## src/hw/rtl/lgrt_pkg.sv

```systemverilog
// Shared types and constants for the lock grant/revoke table.
// Used by lgrt_slot_ram, lgrt_waiter_ram and lock_grant_revoke_table.
`default_nettype none

package lgrt_pkg;

  localparam int LOCK_SLOTS  = 64;
  localparam int CLIENTS     = 16;
  localparam int QUEUE_DEPTH = 16;

  localparam int LOCK_W   = $clog2(LOCK_SLOTS);
  localparam int CLIENT_W = $clog2(CLIENTS);
  localparam int QPOS_W   = $clog2(QUEUE_DEPTH);
  localparam int QCNT_W   = $clog2(QUEUE_DEPTH + 1);
  localparam int WADDR_W  = LOCK_W + QPOS_W;

  typedef enum logic [1:0] {
    MODE_NONE     = 2'd0,
    MODE_LOCKED   = 2'd1,
    MODE_REVOKING = 2'd2,
    MODE_RETRYING = 2'd3
  } mode_t;

  typedef enum logic [1:0] {
    STAT_OK          = 2'd0,
    STAT_RETRY       = 2'd1,
    STAT_BAD_RELEASE = 2'd2,
    STAT_QUEUE_FULL  = 2'd3
  } status_t;

  typedef enum logic [1:0] {
    MSG_NONE   = 2'd0,
    MSG_REVOKE = 2'd1,
    MSG_RETRY  = 2'd2
  } msg_t;

  typedef enum logic {
    OP_ACQUIRE = 1'b0,
    OP_RELEASE = 1'b1
  } op_t;

  typedef enum logic [1:0] {
    S_IDLE = 2'd0,
    S_SLOT = 2'd1,
    S_EXEC = 2'd2
  } state_t;

  // One lock slot as stored in the slot memory.
  typedef struct packed {
    logic                used;
    mode_t               mode;
    logic [CLIENT_W-1:0] owner;
    logic [CLIENT_W-1:0] retrier;
    logic [QPOS_W-1:0]   head;
    logic [QCNT_W-1:0]   count;
  } slot_t;

endpackage

`default_nettype wire

```

## src/hw/rtl/lgrt_slot_ram.sv

```systemverilog
// Per-lock slot memory with one registered read port and one write port.
// Per-entry valid bits make unwritten slots read as their reset value. Uses lgrt_pkg.
`default_nettype none

module lgrt_slot_ram
  import lgrt_pkg::*;
(
  input  wire logic              clk,
  input  wire logic              rst_n,
  input  wire logic              rd_en,
  input  wire logic [LOCK_W-1:0] rd_addr,
  output slot_t                  rd_data,
  input  wire logic              wr_en,
  input  wire logic [LOCK_W-1:0] wr_addr,
  input  wire slot_t             wr_data
);

  slot_t                 mem [LOCK_SLOTS];
  logic [LOCK_SLOTS-1:0] valid_r;
  slot_t                 data_r;
  logic                  hit_r;

  always_ff @(posedge clk) begin
    if (wr_en) begin
      mem[wr_addr] <= wr_data;
    end
    if (rd_en) begin
      data_r <= mem[rd_addr];
    end
  end

  always_ff @(posedge clk) begin
    if (!rst_n) begin
      valid_r <= '0;
      hit_r   <= 1'b0;
    end else begin
      if (wr_en) begin
        valid_r[wr_addr] <= 1'b1;
      end
      if (rd_en) begin
        hit_r <= valid_r[rd_addr];
      end
    end
  end

  // A never-written slot is unused with an empty queue; owner and retrier stay as read.
  always_comb begin
    rd_data = data_r;
    if (!hit_r) begin
      rd_data.used  = 1'b0;
      rd_data.mode  = MODE_NONE;
      rd_data.head  = '0;
      rd_data.count = '0;
    end
  end

endmodule

`default_nettype wire

```

## config.mk

```make
export PLATFORM = sky130hd
export DESIGN_NAME = lgrt_slot_ram
export DESIGN_NICKNAME = d
export VERILOG_FILES = /design/src/hw/rtl/lgrt_pkg.sv /design/src/hw/rtl/lgrt_slot_ram.sv
export SDC_FILE = /design/constraint.sdc
export NUM_CORES = 1
export LEC_CHECK = 0
export ABC_AREA = 0
export BUFFER_PORTS_ARGS = -buffer_cell sky130_fd_sc_hd__buf_2
export CORE_MARGIN = 2
export CORE_UTILIZATION = 31
export CTS_BUF_LIST = sky130_fd_sc_hd__clkbuf_16
export DETAILED_ROUTE_END_ITERATION = 12
export HOLD_SLACK_MARGIN = 0.12
export SETUP_SLACK_MARGIN = 0.2
export SYNTH_ARGS = -nofsm -noshare
export SYNTH_HDL_FRONTEND = slang
export SYNTH_SLANG_ARGS = --single-unit
```

## constraint.sdc

```tcl
create_clock -name clk -period 4 [get_ports clk]
set_input_delay 0.4 -clock clk [delete_from_list [all_inputs] [get_ports clk]]
set_output_delay 0.4 -clock clk [all_outputs]
set_load 0.03 [all_outputs]
```

==> reports/metrics.csv, run 1 <==
stage,metric,value,unit
worst_setup_path,end_kind,output port,
clocking,cts-root-buf,clkbuf_16,
flow_run,drv_cap,0,
worst_setup_path,max_stage_delay,0.84,ns
clocking,clock_tree.buffer_depth,3,
route,first_iter_violations,2743,
grt,grtUsageMet1,19.9,%
clocking,cts_inserted_buffers,139,
worst_setup_path,crit_buf_inv,1,
logic_synthesis,synth_top_cells_by_area,"edfxtp_1, mux4_2, dfxtp_1",
clocking,insertion_delay,0.74,ns
pwr,power.total,29.6,mW
grt,grt_pass1_wl,186,mm
logic_synthesis,syn_area,0.0520,mm^2
worst_setup_path,start_kind,register,
clocking,numClockSinks,1365,
floorplan,dieWidth,414,um
route,dr.pass1.iters,7,
logic_synthesis,yosysTopAreaCell,edfxtp_1,
placed_design,gp_congestion,0.782,
logic_synthesis,ys_types,31,
timing,rsz0062_at_grt,false,
layout,syn_to_final_growth,15.6,%
timing,whs,0.180,ns
worst_setup_path,worstPathMaxFanout,13,
logic_synthesis,synth_nets,2206,
grt,grtUsageTotal,15.5,%
timing,maxSlewViolCount,0,
floorplan,rows,150,
timing,setup_viol,0,
pwr,vdd_ir_drop_max,0.467,mV
status,status,completed,
grt,grt_max_degree,84,
logic_synthesis,yosysWarnings,0,
placed_design,place_hpwl,75.7,mm
timing,tightest_slew,1.27,ns
logic_synthesis,seq_area_frac_synth,77.6,%
route,wl,133,mm
logic_synthesis,postSynthAreaPerCell,24.0,um^2
clocking,cts_setup_buffers,0,
timing,fmaxAchievable,366,MHz
route,drcViolationCount,0,
pwr,power_density,492,mW/mm^2
layout,multi_input_area,0.0113,mm^2
floorplan,start_util,31.2,%
floorplan,fp.coreArea,0.167,mm^2
route,avgViaCountPerCell,5.17,
floorplan,die_area,0.171,mm^2
timing,slew_headroom,15.1,%
worst_setup_path,critPathArrivalTime,2.33,ns
timing,hold_viol,0,
route,wl_per_cell,28.4,um
worst_setup_path,crit_chain,and2_1 > buf_2,
worst_setup_path,crit_required,3.60,ns
grt,grt_pass1_vias,24793,
logic_synthesis,ys_ff_latch,1365,
timing,fin_crit_sh,68.2,%
clocking,htreeDepth,4,
placed_design,io_buffers,55,
layout,finish.utilization,36.0,%
grt,use_met3,2.42,%
grt,busiest_layer,met2,
worst_setup_path,path_class,register to output port,
worst_setup_path,worst_path_max_delay_cell,dfxtp_1,
timing,fin_crit,2.73,ns
timing,fin_tns_setup,0,ns
timing,skew,0.0267,ns
pwr,p_leak,18.7,nW
layout,final_cell_area,0.0601,mm^2
layout,nNetsFinal,2399,
placed_design,place_area,0.0558,mm^2
layout,fill_cells,14981,
layout,final-seq-area,0.0403,mm^2
floorplan,io_pins,56,
floorplan,dieHeight,414,um
clocking,cts_tree,yes,
grt,antenna_found_initial,20,
logic_synthesis,synth.top_cell.area_share,75.1,%
route,ant_nets,0,
worst_setup_path,crit_family,flip-flops,
grt,grtUsageMet2,26.5,%
worst_hold_path,hp-class,primary input to register,
layout,drive_gt1_share,34.9,%
route,vias,24190,
logic_synthesis,synthCells,2170,
clocking,path_clk_slew,0.06,ns
grt,grt_remaining_overflow,0,
-- sequential cells by signal, summed over array words and instances, names as in the netlist --
register and flops:
data_r 12, hit_r 1, mem 1280, rd_data 8, valid_r 64
-- metal layers --
metal | part of all wire, % | wire length (um) | up-vias
met5 | 0.050 | 66 | -
met4 | 3.2 | 4190 | 10
met3 | 6.2 | 8260 | 224
met2 | 51 | 68100 | 945
met1 | 39 | 52200 | 13323
li1 | - | - | 9688
-- cell usage in the layout (no fill, tap or decap), drive strengths merged, types with 13 or more instances in the layout --
master  netlist  final
mux4        418    418
buf          60    177
clkbuf       66    140
edfxtp     1300   1300
o21ai        17     17
nand2        20     20
o21a         64     64
and2         13     13
inv           0     45
mux2         18     18
nor2         64     64
mux2i        18     18
clkinv        0     51
dfxtp        65     65
-- layout make-up --
class                   count  area share (%)
well taps                2204            4.59
flip-flops and latches   1365            67.1
diodes                      5          0.0208
clock inverters           110            1.36
multi-input cells         679            18.7
repair buffers            178            2.40
clock buffers             140            5.83
-- synthesized netlist by cell type --
| cell | instances |
|---|---|
| o2111ai_1 | 1 |
| o2111a_1 | 1 |
| or4_1 | 1 |
| nand2b_1 | 5 |
| a41o_1 | 1 |
| o21a_1 | 64 |
| a22o_1 | 2 |
| mux2i_1 | 18 |
| mux4_2 | 418 |
| buf_2 | 39 |
| buf_1 | 5 |
| and3b_1 | 1 |
| o21ai_0 | 17 |
| and2_1 | 13 |
| dfxtp_1 | 65 |
| edfxtp_1 | 1300 |
| or3_1 | 2 |
| buf_4 | 12 |
| a22oi_1 | 2 |
| mux2_2 | 18 |
| clkbuf_1 | 66 |
| nand4_1 | 4 |
| nand2_1 | 20 |
| a21boi_0 | 1 |
| nand3b_1 | 3 |
| nor2b_1 | 7 |
| nand3_1 | 9 |
| nor3_1 | 5 |
| o22ai_1 | 2 |
| nor2_1 | 64 |
| buf_6 | 4 |
-- through the flow --
step	std cells	setup WS, ns
finish	4681	1.27
detailed placement	4425	0.517
global route	4678	1.11
CTS	4676	1.22
global placement	4425	0.545
floorplan	2170	1.23
-- what timing repair did --
item | in CTS | in global routing
resized for setup | 0 | 0
hold buffers | 1 | 0
hold endpoints to repair | 1 | 0
-- logic make-up after synthesis --
logic type	synth area share [%]
AOI/OAI and AO/OA	1.25
DFF	77.6
and+or+nand+nor	1.19
buffers and inverters	1.15
muxes	18.8
-- worst paths after layout --
| kind | endpoint | start | slack, ns | cells past startpoint |
|---|---|---|---|---|
| worst max register to register | rd_data[14] | mem[63][14] | 1.71 | 5 |
| worst min register to register | valid_r[22] | valid_r[22] | 0.46 | 1 |
| worst max-delay path | rd_data[5] | hit_r | 1.27 | 2 |
| worst min-delay path | mem[42][1] | wr_addr[0] | 0.18 | 2 |
-- report_power, final --
group | internal (mW) | switching [mW]
Combinational | 0.578 | 0.826
Clock | 7.07 | 5.27
Sequential | 15.8 | 0.0521
Total | 23.4 | 6.15
Power figures use the tool's default switching activity.
==> run 2, diff against run 1 <==
- clock period: 4 -> 2.3 ns (I/O delays scaled with it)
==> run 2 against run 1 <==
Clock power rose by 80%. Count of clock-buffer cells in the layout rose by 3. Register-to-register slack got worse by 1.7 ns. Critical path type is now register to register. Critical endpoint is now data_r[6]. Highest routed layer unchanged.
==> reports/metrics.csv, run 2 (synthesis results as in run 1) <==
stage,metric,value,unit,change
status,status,completed,,
grt,grt_pass1_wl,193,mm,+3.9%
route,wl_per_cell,28.4,um,about the same
clocking,path_clk_slew,0.06,ns,about the same
placed_design,io_buffers,55,,unchanged
placed_design,place_hpwl,81.7,mm,+8.0%
clocking,htreeDepth,4,,unchanged
route,avgViaCountPerCell,5.15,,-0.37%
pwr,clkPwrFrac,42.0,%,+0.3 points
clocking,numClockSinks,1365,,unchanged
pwr,power_density,838,mW/mm^2,+70%
placed_design,placed_cells,4553,,+2.9%
worst_setup_path,r2r-end,data_r[6],,
clocking,cts_setup_buffers,0,,unchanged
pwr,power_switching,11.2,mW,+82%
grt,grt_pass1_vias,25749,,+3.9%
worst_setup_path,critPathArrivalTime,2.78,ns,+0.45 ns
route,drcViolationCount,0,,unchanged
worst_setup_path,crit_family,multiplexers,,
route,wl,137,mm,+3.3%
worst_setup_path,r2r_slack,0.03,ns,-1.68 ns
floorplan,dieHeight,414,um,unchanged
pwr,power.internal,41.4,mW,+77%
worst_setup_path,start_kind,register,,
worst_setup_path,cpMostUsedCell,mux4_2,,
layout,nNetsFinal,2550,,+6.3%
route,ant_nets,0,,unchanged
worst_setup_path,worstPathMaxFanout,1,,-12
floorplan,rows,150,,unchanged
worst_setup_path,max_stage_delay,0.54,ns,-0.30 ns
floorplan,start_util,31.2,%,unchanged
timing,hold_viol,0,,unchanged
clocking,clock_tree.buffer_depth,3,,unchanged
route,vias,24877,,+2.8%
route,first_iter_violations,3219,,+17%
route,dr_wl_met3,8.95,mm,+8.5%
layout,fin_cells,4832,,+3.2%
layout,drive_gt1_share,38.8,%,+3.9 points
pwr,switching_share,21.3,%,+0.46 points
floorplan,die_area,0.171,mm^2,unchanged
layout,final-seq-area,0.0403,mm^2,about the same
flow_run,drv_cap,0,,unchanged
worst_hold_path,hp-class,primary input to register,,
layout,final_common_cell,edfxtp_1,,
floorplan,dieWidth,414,um,unchanged
layout,reg_top3,"mem (1280), valid_r (64), data_r (12)",,
grt,antenna_found_initial,9,,-55%
timing,maxSlewViolCount,0,,unchanged
clocking,cts-root-buf,clkbuf_16,,
worst_setup_path,r2r_cells,6,,+1
timing,skew,0.0220,ns,-0.00464 ns
floorplan,io_pins,56,,unchanged
timing,tightest_slew,0.940,ns,-0.333 ns
worst_setup_path,end_kind,register,,
worst_setup_path,crit_chain,mux4_2 > mux4_2 > mux2_4 > nand2_4 > o21ai_2 > buf_4,,
timing,fin_crit_sh,98.8,%,
route,dr.pass1.iters,7,,unchanged
pwr,vdd_ir_drop_max,0.653,mV,+40%
layout,mostFrequentLayoutCells,"edfxtp_1, mux4_2, buf_4",,
layout,max_flop_register,mem,,
placed_design,gp_congestion,0.771,,-1.3%
worst_setup_path,crit_buf_inv,1,,unchanged
timing,fin_crit,2.27,ns,
grt,grt_remaining_overflow,0,,unchanged
worst_setup_path,r2r_start,mem[55][6],,
timing,setup_viol,0,,unchanged
layout,largest_reg_flops,1280,,unchanged
layout,syn_to_final_growth,20.6,%,
worst_setup_path,crit_cells,6,,+4
worst_setup_path,crit_end,data_r[6],,
timing,slew_headroom,37.3,%,+22 points
floorplan,fp.coreArea,0.167,mm^2,unchanged
route,routed.top_layer,met5,,
worst_setup_path,worst_path_max_delay_cell,mux4_2,,
pwr,p_leak,19.8,nW,+6.1%
grt,grtUsageTotal,16.1,%,+0.62 points
layout,fill_cells,14690,,-1.9%
clocking,cts_tree,yes,,
route,drt-met1-wl,54.2,mm,+3.9%
worst_setup_path,critPathLaunch,mem[55][6],,
worst_setup_path,crit_required,2.81,ns,-0.79 ns
pwr,pwr-share-seq,52.3,%,-1.2 points
worst_setup_path,path_class,register to register,,
route,dr_wl_met2,70.1,mm,+3.0%
grt,grt_max_degree,65,,-23%
timing,whs,0.179,ns,-0.00118 ns
layout,finish.utilization,37.6,%,+1.6 points
layout,multi_input_area,0.0114,mm^2,+1.4%
timing,rsz0062_at_grt,true,,
timing,fmaxAchievable,440,MHz,
clocking,cts_inserted_buffers,142,,+2.2%
clocking,insertion_delay,0.75,ns,about the same
pwr,combPwrFrac,5.7,%,+1.0 points
==> run 2: metal layers <==
metal	up-vias	track usage, %
met2	994	27.8
met1	13685	20.7
met4	6	4.63
li1	10010	-
met3	182	2.79
met5	-	0
==> run 2: through the flow <==
step           TNS (ns)  power, mW  cell area [um^2]  setup slack (ns)
2_1_floorplan  -0.00299       29.6             52600         -0.000498
3_3_place_gp     -10.75       30.9             57900            -0.871
3_5_place_dp     -10.76       31.0             57900            -0.846
4_1_cts               0       53.0             62700            0.0266
5_1_grt               0       54.1             62700            0.0123
6_report              0       52.6             62700            0.0278
==> run 2: what timing repair did <==
action,CTS,global route
setup endpoints to repair,20,49
hold buffers,21,0
gates cloned,0,0
gates resized for setup,20,11
endpoints found under the hold margin,546,0
pin swaps,3,6
==> run 2: power by group through the flow <==
stage          clock, mW  sequential [mW]  combinational, mW
2_1_floorplan          0             28.0               1.59
3_3_place_gp           0             28.0               2.88
3_5_place_dp           0             28.0               2.94
4_1_cts             22.4             27.5               3.01
5_1_grt             23.4             27.5               3.12
6_report            22.1             27.5               2.98
==> run 2: cell type report <==
class | instances | share of cell area (%)
Sequential cell | 1365 | 64.3
Multi-Input combinational cell | 679 | 18.2
Timing Repair Buffer | 326 | 5.94
Clock buffer | 143 | 5.70
Tap cell | 2204 | 4.40
Clock inverter | 113 | 1.44
Antenna cell | 2 | 0.00798
==> run 2: worst reg2reg max path, stage by stage, from the launching register on <==
cell and delay [ns]:
edfxtp_1 0.36, mux4_2 0.49, mux4_2 0.54, mux2_4 0.34
nand2_4 0.11, o21ai_2 0.06, buf_4 0.14
==> run 2: how the worst min path moves through the flow <==
stage	startpoint	endpoint	slack, ns	cells after the start
6_report	wr_data[16]	mem[37][16]	0.18	1
3_5_place_dp	valid_r[41]	valid_r[41]	0.45	1
2_1_floorplan	wr_data[0]	mem[0][0]	0.33	0
5_1_grt	wr_addr[1]	mem[35][11]	0.18	3
3_3_place_gp	valid_r[20]	valid_r[20]	0.44	1
4_1_cts	wr_addr[1]	mem[35][9]	0.13	3
